--- src/hdl/utf8d_pkg.sv ---
package utf8d_pkg;

    localparam int CP_W = 21;

    localparam logic [CP_W-1:0] REPL_RESET   = 21'h00FFFD;
    localparam logic [CP_W-1:0] MIN_TWO      = 21'h000080;
    localparam logic [CP_W-1:0] MIN_THREE    = 21'h000800;
    localparam logic [CP_W-1:0] MIN_FOUR     = 21'h010000;
    localparam logic [CP_W-1:0] SURR_LO      = 21'h00D800;
    localparam logic [CP_W-1:0] SURR_HI      = 21'h00DFFF;
    localparam logic [CP_W-1:0] CP_MAX       = 21'h10FFFF;

    localparam logic [1:0] SEQ_NONE  = 2'd0;
    localparam logic [1:0] SEQ_TWO   = 2'd1;
    localparam logic [1:0] SEQ_THREE = 2'd2;
    localparam logic [1:0] SEQ_FOUR  = 2'd3;

    typedef struct packed {
        logic [7:0] data_byte;
        logic       end_marker;
    } in_item_t;

    typedef struct packed {
        logic [CP_W-1:0] code_point;
        logic            is_error;
        logic            last_of_run;
    } out_item_t;

    typedef struct packed {
        logic [1:0] count;
        out_item_t  first;
        out_item_t  second;
    } step_res_t;

    typedef struct packed {
        logic            emit;
        logic            err;
        logic [CP_W-1:0] cp;
        logic [1:0]      seq_len;
        logic [CP_W-1:0] partial;
    } lead_t;

    function automatic lead_t decode_lead(input logic [7:0] b, input logic [CP_W-1:0] repl);
        lead_t r;
        r.emit    = 1'b0;
        r.err     = 1'b0;
        r.cp      = '0;
        r.seq_len = SEQ_NONE;
        r.partial = '0;
        if (b[7] == 1'b0)
        begin
            r.emit = 1'b1;
            r.cp   = {13'd0, b};
        end
        else if (b[7:5] == 3'b110)
        begin
            r.seq_len = SEQ_TWO;
            r.partial = {16'd0, b[4:0]};
        end
        else if (b[7:4] == 4'b1110)
        begin
            r.seq_len = SEQ_THREE;
            r.partial = {17'd0, b[3:0]};
        end
        else if (b[7:3] == 5'b11110)
        begin
            r.seq_len = SEQ_FOUR;
            r.partial = {18'd0, b[2:0]};
        end
        else
        begin
            r.emit = 1'b1;
            r.err  = 1'b1;
            r.cp   = repl;
        end
        return r;
    endfunction

endpackage

--- src/hdl/utf8d_step.sv ---
module utf8d_step
    import utf8d_pkg::*;
(
    input  logic            clk,
    input  logic            rst_n,
    input  logic            accept,
    input  in_item_t        item,
    input  logic [CP_W-1:0] repl,
    output step_res_t       res
);

    logic [1:0]      bytes_left_reg, bytes_left_next;
    logic [1:0]      seq_length_reg, seq_length_next;
    logic [CP_W-1:0] partial_reg, partial_next;

    lead_t           lead;
    logic [CP_W-1:0] value;
    logic            bad;

    always_ff @(posedge clk or negedge rst_n)
    begin
        if (!rst_n)
        begin
            bytes_left_reg <= SEQ_NONE;
            seq_length_reg <= SEQ_NONE;
            partial_reg    <= '0;
        end
        else if (accept)
        begin
            bytes_left_reg <= bytes_left_next;
            seq_length_reg <= seq_length_next;
            partial_reg    <= partial_next;
        end
    end

    always_comb
    begin
        lead  = decode_lead(item.data_byte, repl);
        value = {partial_reg[CP_W-7:0], item.data_byte[5:0]};
        bad   = 1'b0;
        unique case (seq_length_reg)
            SEQ_TWO:   bad = value < MIN_TWO;
            SEQ_THREE: bad = value < MIN_THREE;
            SEQ_FOUR:  bad = value < MIN_FOUR;
            default:   bad = 1'b0;
        endcase
        if ((value >= SURR_LO && value <= SURR_HI) || value > CP_MAX)
            bad = 1'b1;

        bytes_left_next = SEQ_NONE;
        seq_length_next = SEQ_NONE;
        partial_next    = '0;
        res.count       = 2'd0;
        res.first       = '{code_point: repl, is_error: 1'b1, last_of_run: 1'b1};
        res.second      = '{code_point: lead.cp, is_error: lead.err, last_of_run: 1'b1};

        if (item.end_marker)
        begin
            if (bytes_left_reg != SEQ_NONE)
                res.count = 2'd1;
        end
        else if (bytes_left_reg == SEQ_NONE)
        begin
            if (lead.emit)
            begin
                res.count = 2'd1;
                res.first = '{code_point: lead.cp, is_error: lead.err, last_of_run: 1'b1};
            end
            else
            begin
                bytes_left_next = lead.seq_len;
                seq_length_next = lead.seq_len;
                partial_next    = lead.partial;
            end
        end
        else if (item.data_byte[7:6] == 2'b10)
        begin
            if (bytes_left_reg != 2'd1)
            begin
                bytes_left_next = bytes_left_reg - 2'd1;
                seq_length_next = seq_length_reg;
                partial_next    = value;
            end
            else
            begin
                res.count = 2'd1;
                if (!bad)
                    res.first = '{code_point: value, is_error: 1'b0, last_of_run: 1'b1};
            end
        end
        else
        begin
            res.count = 2'd1;
            if (lead.emit)
            begin
                res.count             = 2'd2;
                res.first.last_of_run = 1'b0;
            end
            else
            begin
                bytes_left_next = lead.seq_len;
                seq_length_next = lead.seq_len;
                partial_next    = lead.partial;
            end
        end
    end

    assert property (@(posedge clk) disable iff (!rst_n)
        bytes_left_reg <= seq_length_reg)
        else $error("pending byte count exceeds sequence length");

    assert property (@(posedge clk) disable iff (!rst_n)
        res.count == 2'd2 |-> bytes_left_reg != SEQ_NONE && !item.end_marker)
        else $error("two results without an interrupted sequence");

    assert property (@(posedge clk) disable iff (!rst_n)
        accept && item.end_marker |=> bytes_left_reg == SEQ_NONE)
        else $error("end of input left a sequence pending");

endmodule

--- src/hdl/utf8d_outq.sv ---
module utf8d_outq
    import utf8d_pkg::*;
(
    input  logic      clk,
    input  logic      rst_n,
    input  logic      push,
    input  step_res_t res,
    output logic      full,
    output logic      out_valid,
    input  logic      out_stall,
    output out_item_t out_item
);

    out_item_t  mem [4];
    logic [1:0] wr_ptr_reg, wr_ptr_next;
    logic [1:0] rd_ptr_reg, rd_ptr_next;
    logic [2:0] count_reg, count_next;
    logic [1:0] n_push;
    logic       pop;

    assign n_push    = push ? res.count : 2'd0;
    assign out_valid = count_reg != 3'd0;
    assign pop       = out_valid && !out_stall;
    assign full      = count_reg > 3'd2;
    assign out_item  = mem[rd_ptr_reg];

    always_comb
    begin
        wr_ptr_next = wr_ptr_reg + n_push;
        rd_ptr_next = rd_ptr_reg + {1'b0, pop};
        count_next  = count_reg + {1'b0, n_push} - {2'b00, pop};
    end

    always_ff @(posedge clk)
    begin
        if (n_push != 2'd0)
            mem[wr_ptr_reg] <= res.first;
        if (n_push == 2'd2)
            mem[wr_ptr_reg + 2'd1] <= res.second;
    end

    always_ff @(posedge clk or negedge rst_n)
    begin
        if (!rst_n)
        begin
            wr_ptr_reg <= '0;
            rd_ptr_reg <= '0;
            count_reg  <= '0;
        end
        else
        begin
            wr_ptr_reg <= wr_ptr_next;
            rd_ptr_reg <= rd_ptr_next;
            count_reg  <= count_next;
        end
    end

    assert property (@(posedge clk) disable iff (!rst_n)
        count_reg <= 3'd4)
        else $error("result queue overflow");

    assert property (@(posedge clk) disable iff (!rst_n)
        n_push != 2'd0 |-> count_reg <= 3'd2)
        else $error("write into a queue without room for two results");

    assert property (@(posedge clk) disable iff (!rst_n)
        wr_ptr_reg - rd_ptr_reg == count_reg[1:0])
        else $error("queue pointers disagree with fill count");

endmodule

--- src/hdl/utf8_validating_decoder_top.sv ---
// UTF-8 validating decoder: one byte (or an end-of-input mark) per transfer on the byte
// channel, decoded code points on the result channel. A byte is taken every cycle
// while byte_stall is low; each transfer updates the sequence state in one pass and
// writes zero, one or two results into a four-entry result queue, and byte_stall
// rises while that queue holds more than two results. With the result side never
// stalling, single-result traffic runs at one byte per cycle, and the two results of
// an interrupted sequence leave the queue in turn. Results are registered in the queue.
// Invalid, overlong, surrogate, out-of-range or truncated sequences give the
// replacement value, written through cfg_write_en/cfg_write_data (0xFFFD after reset).
module utf8_validating_decoder_top
    import utf8d_pkg::*;
(
    input  logic            clk,
    input  logic            rst_n,
    input  logic            byte_valid,
    output logic            byte_stall,
    input  in_item_t        byte_item,
    output logic            cp_valid,
    input  logic            cp_stall,
    output out_item_t       cp_item,
    input  logic            cfg_write_en,
    input  logic [CP_W-1:0] cfg_write_data
);

    logic [CP_W-1:0] repl_reg;
    logic            accept;
    logic            full;
    step_res_t       res;

    assign byte_stall = full;
    assign accept     = byte_valid && !full;

    always_ff @(posedge clk or negedge rst_n)
    begin
        if (!rst_n)
            repl_reg <= REPL_RESET;
        else if (cfg_write_en)
            repl_reg <= cfg_write_data;
    end

    utf8d_step u_step (
        .clk    (clk),
        .rst_n  (rst_n),
        .accept (accept),
        .item   (byte_item),
        .repl   (repl_reg),
        .res    (res)
    );

    utf8d_outq u_outq (
        .clk       (clk),
        .rst_n     (rst_n),
        .push      (accept),
        .res       (res),
        .full      (full),
        .out_valid (cp_valid),
        .out_stall (cp_stall),
        .out_item  (cp_item)
    );

endmodule
--- config.mk ---
export PLATFORM = sky130hd
export DESIGN_NAME = utf8_validating_decoder_top
export DESIGN_NICKNAME = d
export VERILOG_FILES = /design/src/hdl/utf8d_pkg.sv /design/src/hdl/utf8d_step.sv /design/src/hdl/utf8d_outq.sv /design/src/hdl/utf8_validating_decoder_top.sv
export SDC_FILE = /design/constraint.sdc
export NUM_CORES = 1
export LEC_CHECK = 0
export BUFFER_PORTS_ARGS = -buffer_cell sky130_fd_sc_hd__buf_2
export CORE_MARGIN = 4
export CORE_UTILIZATION = 64
export CTS_BUF_LIST = sky130_fd_sc_hd__clkbuf_16
export DETAILED_ROUTE_END_ITERATION = 6
export PLACE_DENSITY_LB_ADDON = 0.2
export SETUP_SLACK_MARGIN = 0.15
export SLEW_MARGIN = 20
export SYNTH_ARGS = -nofsm -noshare
export SYNTH_HDL_FRONTEND = slang
export SYNTH_SLANG_ARGS = --single-unit
--- constraint.sdc ---
create_clock -name clk -period 5.75 [get_ports clk]
set_input_delay 1.15 -clock clk [delete_from_list [all_inputs] [get_ports clk]]
set_output_delay 1.15 -clock clk [all_outputs]
set_load 0.05 [all_outputs]
==> flow_results.xml <==
<?xml version="1.0" encoding="UTF-8"?>
<metrics>
  <group name="global_routing">
    <metric name="grt_first_pass_wirelength" unit="um">28600</metric>
    <metric name="antenna_violations_before_repair" unit="">0</metric>
    <metric name="total_global_route_track_usage" unit="">0.298</metric>
    <metric name="grt_overflow_total" unit="">0</metric>
    <metric name="via_count_of_the_first_global_routing_pass" unit="">5066</metric>
    <metric name="grt_start_max_net_pins" unit="">48</metric>
  </group>
  <group name="drt">
    <metric name="drc" unit="">2</metric>
    <metric name="detailedRoute.firstPassIterationCount" unit="">7</metric>
    <metric name="routed_wl" unit="um">18100</metric>
    <metric name="vias_per_cell" unit="">7.07</metric>
    <metric name="antenna_violating_nets_left" unit="">0</metric>
    <metric name="vias" unit="">5222</metric>
    <metric name="drt-initial-drc-count" unit="">713</metric>
    <metric name="wirelength_per_cell" unit="um">24.5</metric>
  </group>
  <group name="critical_path">
    <metric name="crit_buf_inv" unit="">1</metric>
    <metric name="cp_cell_sequence" unit="">inv_1, ha_1, nor2_1, a21boi_1, and2_1, nand3_1, nand2_1</metric>
    <metric name="start_kind" unit="">flip-flop</metric>
    <metric name="critical_path.endpoint_type" unit="">flip-flop</metric>
    <metric name="reg2reg_setup_slack" unit="ns">1.65</metric>
    <metric name="critPathTopFamily" unit="">simple AND/OR/NAND/NOR gates</metric>
    <metric name="critPathRequiredTime" unit="ns">5.78</metric>
    <metric name="crit_path_max_fanout" unit="">24</metric>
    <metric name="cp.arrival" unit="ns">4.13</metric>
    <metric name="worst-setup-path-type" unit="">flip-flop to flip-flop</metric>
    <metric name="critical-path-max-stage-delay" unit="ns">1.14</metric>
    <metric name="slowest_stage" unit="">nand2_1</metric>
  </group>
  <group name="layout">
    <metric name="mostFrequentLayoutCell" unit="">edfxtp_1</metric>
    <metric name="max_ffs_per_register" unit="">92</metric>
    <metric name="design_area" unit="sq um">7810</metric>
    <metric name="final-seq-area" unit="sq um">3920</metric>
    <metric name="number_of_diodes_added_for_antenna_fixing" unit="">0</metric>
    <metric name="layout_cells_sized_above_1" unit="">0.269</metric>
    <metric name="num-nets-final" unit="">633</metric>
    <metric name="layout_common_cells" unit="">88 x edfxtp_1, 77 x o22ai_1, 59 x buf_2</metric>
    <metric name="area.growth.synth_to_final" unit="%">12.2</metric>
    <metric name="post-route-util" unit="">0.746</metric>
    <metric name="multi_input_comb_area" unit="sq um">2810</metric>
    <metric name="nFillCells" unit="">677</metric>
  </group>
  <group name="logic_synthesis">
    <metric name="syn_area_per_cell" unit="sq um">12.6</metric>
    <metric name="synthesized_area" unit="sq um">6960</metric>
    <metric name="postSynthCellCount" unit="">551</metric>
    <metric name="yosysWarnings" unit="">0</metric>
    <metric name="yosys.cell_types.count" unit="">57</metric>
    <metric name="asyncSetResetFlopFracSynth" unit="">0.338</metric>
    <metric name="synth_edf_count" unit="">88</metric>
    <metric name="ys_ff_latch" unit="">139</metric>
    <metric name="synth-main-ff-cell" unit="">edfxtp_1</metric>
    <metric name="seq_area_frac_synth" unit="">0.563</metric>
    <metric name="synth.net_count" unit="">594</metric>
  </group>
  <group name="clocking">
    <metric name="cts_post_setup_buffers_inserted" unit="">0</metric>
    <metric name="cts_max_level" unit="">4</metric>
    <metric name="clock_tree.buffer_depth" unit="">2</metric>
    <metric name="insertion_delay" unit="ns">0.42</metric>
    <metric name="clk_transition_reported_paths" unit="ns">0.06</metric>
    <metric name="ctsResizeCount" unit="">0</metric>
    <metric name="tritoncts" unit="">built</metric>
    <metric name="cts-buffers-inserted" unit="">17</metric>
    <metric name="cts-root-buf" unit="">clkbuf_16</metric>
    <metric name="cts-hold-fix-buffers" unit="">0</metric>
    <metric name="cts_sinks" unit="">139</metric>
  </group>
  <group name="placed_design">
    <metric name="dp_hpwl" unit="um">12500</metric>
    <metric name="placement.io_buffers" unit="">59</metric>
    <metric name="gp_congestion" unit="">1.07</metric>
    <metric name="detailedPlace.worstSlack" unit="ns">1.32</metric>
    <metric name="place_area" unit="sq um">7270</metric>
  </group>
  <group name="sta">
    <metric name="post-route-worst-setup-slack" unit="ns">1.65</metric>
    <metric name="final.period_utilization" unit="">0.712</metric>
    <metric name="final_hold_viol_count" unit="">0</metric>
    <metric name="fin_tns_setup" unit="ns">0</metric>
    <metric name="final_period_minus_worst_setup_slack" unit="ns">4.10</metric>
    <metric name="number_of_pins_with_negative_max_slew_slack_in_the_final_report" unit="">0</metric>
    <metric name="worst_slew_margin_rel" unit="">0.275</metric>
    <metric name="timing_worst_slew_pin_value" unit="ns">1.08</metric>
    <metric name="timing.final.setup_violations" unit="">0</metric>
    <metric name="setup_repair_after_global_routing_missed_its_margin" unit="">false</metric>
    <metric name="max_clock_freq" unit="MHz">244</metric>
    <metric name="fin_worst_skew" unit="ns">0.00792</metric>
  </group>
  <group name="floorplan">
    <metric name="fp.dieW" unit="um">112</metric>
    <metric name="rows" unit="">37</metric>
    <metric name="die-area" unit="sq um">12600</metric>
    <metric name="initial_core_util" unit="">0.665</metric>
    <metric name="core_area" unit="sq um">10500</metric>
    <metric name="die-height" unit="um">112</metric>
    <metric name="io_pins" unit="">60</metric>
  </group>
  <group name="run_status">
    <metric name="failed_checks" unit="">DRC</metric>
    <metric name="status" unit="">complete, but fails checks</metric>
  </group>
  <group name="power_and_ir_drop">
    <metric name="cellLeakagePower" unit="nW">2.98</metric>
    <metric name="powerDensity" unit="nW/um^2">474</metric>
    <metric name="total_design_power" unit="mW">3.70</metric>
    <metric name="worst_ir_drop_vdd" unit="mV">0.278</metric>
  </group>
  <group name="min_path">
    <metric name="holdCritPathClass" unit="">flip-flop to flip-flop</metric>
  </group>
  <group name="run">
    <metric name="max_cap_viol_count" unit="">0</metric>
  </group>
</metrics>
## layer usage
metal | part of all wire | wire, um | vias up | global-route usage
met5 | 0 | 0 | - | 0
met3 | 0.13 | 2380 | 53 | 0.101
li1 | - | - | 2244 | -
met1 | 0.39 | 7010 | 2507 | 0.417
met2 | 0.46 | 8310 | 418 | 0.447
met4 | 0.023 | 424 | 0 | 0.0962
## cells in the mapped netlist, types with 4 or more instances
| cell | number | share of area |
|---|---|---|
| edfxtp_1 | 88 | 0.38 |
| o22ai_1 | 77 | 0.069 |
| nand2_1 | 46 | 0.025 |
| clkbuf_1 | 35 | 0.019 |
| dfrtp_1 | 32 | 0.12 |
| a22o_1 | 29 | 0.037 |
| mux4_2 | 23 | 0.074 |
| nor2b_1 | 22 | 0.020 |
| mux2_2 | 21 | 0.034 |
| a21oi_1 | 16 | 0.012 |
| dfstp_2 | 15 | 0.057 |
| inv_1 | 14 | 0.0076 |
| mux2i_1 | 14 | 0.020 |
| nor2_1 | 11 | 0.0059 |
| nand3_1 | 9 | 0.0065 |
| o21ai_0 | 9 | 0.0065 |
| ha_1 | 7 | 0.013 |
| nor3_1 | 7 | 0.0050 |
| a31o_2 | 6 | 0.0076 |
| a22oi_1 | 5 | 0.0054 |
| and2_1 | 5 | 0.0045 |
| a21boi_0 | 4 | 0.0043 |
| and3_1 | 4 | 0.0036 |
| dfxtp_1 | 4 | 0.012 |
| o21ai_1 | 4 | 0.0029 |
| xnor2_1 | 4 | 0.0050 |
## power breakdown
| part | leakage, nW | switching (mW) | internal [mW] | total (mW) |
|---|---|---|---|---|
| clock network | 0.253 | 0.414 | 0.583 | 0.997 |
| logic | 1.30 | 0.899 | 0.440 | 1.34 |
| registers | 1.43 | 0.137 | 1.23 | 1.36 |
| total | 2.98 | 1.45 | 2.25 | 3.70 |
## worst min-delay path: cells and delay by family (launching register included)
family           cells  cell delay [ns]
AO/OA/AOI/OAI        1             0.07
AND/OR/NAND/NOR      1             0.06
flip-flops           1             0.34
## final timing paths
check | endpoint | cells after the start | from
min reg2reg | u_outq.mem[3][0]$_SDFFE_PP1P_ | 2 | u_outq.mem[3][0]$_SDFFE_PP1P_
max in group asynchronous | u_outq.rd_ptr_reg[1]$_DFF_PN0_ | 2 | rst_n
min in group asynchronous | u_outq.count_reg[1]$_DFF_PN0_ | 2 | rst_n
min | u_outq.mem[3][0]$_SDFFE_PP1P_ | 2 | u_outq.mem[3][0]$_SDFFE_PP1P_
max | u_outq.mem[0][21]$_DFFE_PP_ | 7 | u_step.bytes_left_reg[0]$_DFFE_PN0P_
max reg2reg | u_outq.mem[0][21]$_DFFE_PP_ | 7 | u_step.bytes_left_reg[0]$_DFFE_PN0P_
## stage by stage
step                hold slack (ns)  cells
finish                        0.494    739
global placement              0.468    707
CTS                           0.490    739
floorplan                     0.435    551
global route                  0.513    739
detailed placement            0.477    707
## cell type report
cell class	instances	area share
clock buffer	17	0.0545
clock inverter	15	0.0141
tap	136	0.0218
multi-input combinational	356	0.360
sequential	139	0.502
timing repair buffer	62	0.0407
inverter	14	0.00673
## cells by family after synthesis
family          count (synthesis)  synth area share
compound gates                167             0.167
flops                         139             0.563
fa+ha+maj                       8            0.0155
simple gates                  118            0.0863
buf+inv                        56            0.0333
xor+xnor                        5           0.00629
mux                            58             0.129
(Power assumes the default switching activity.)
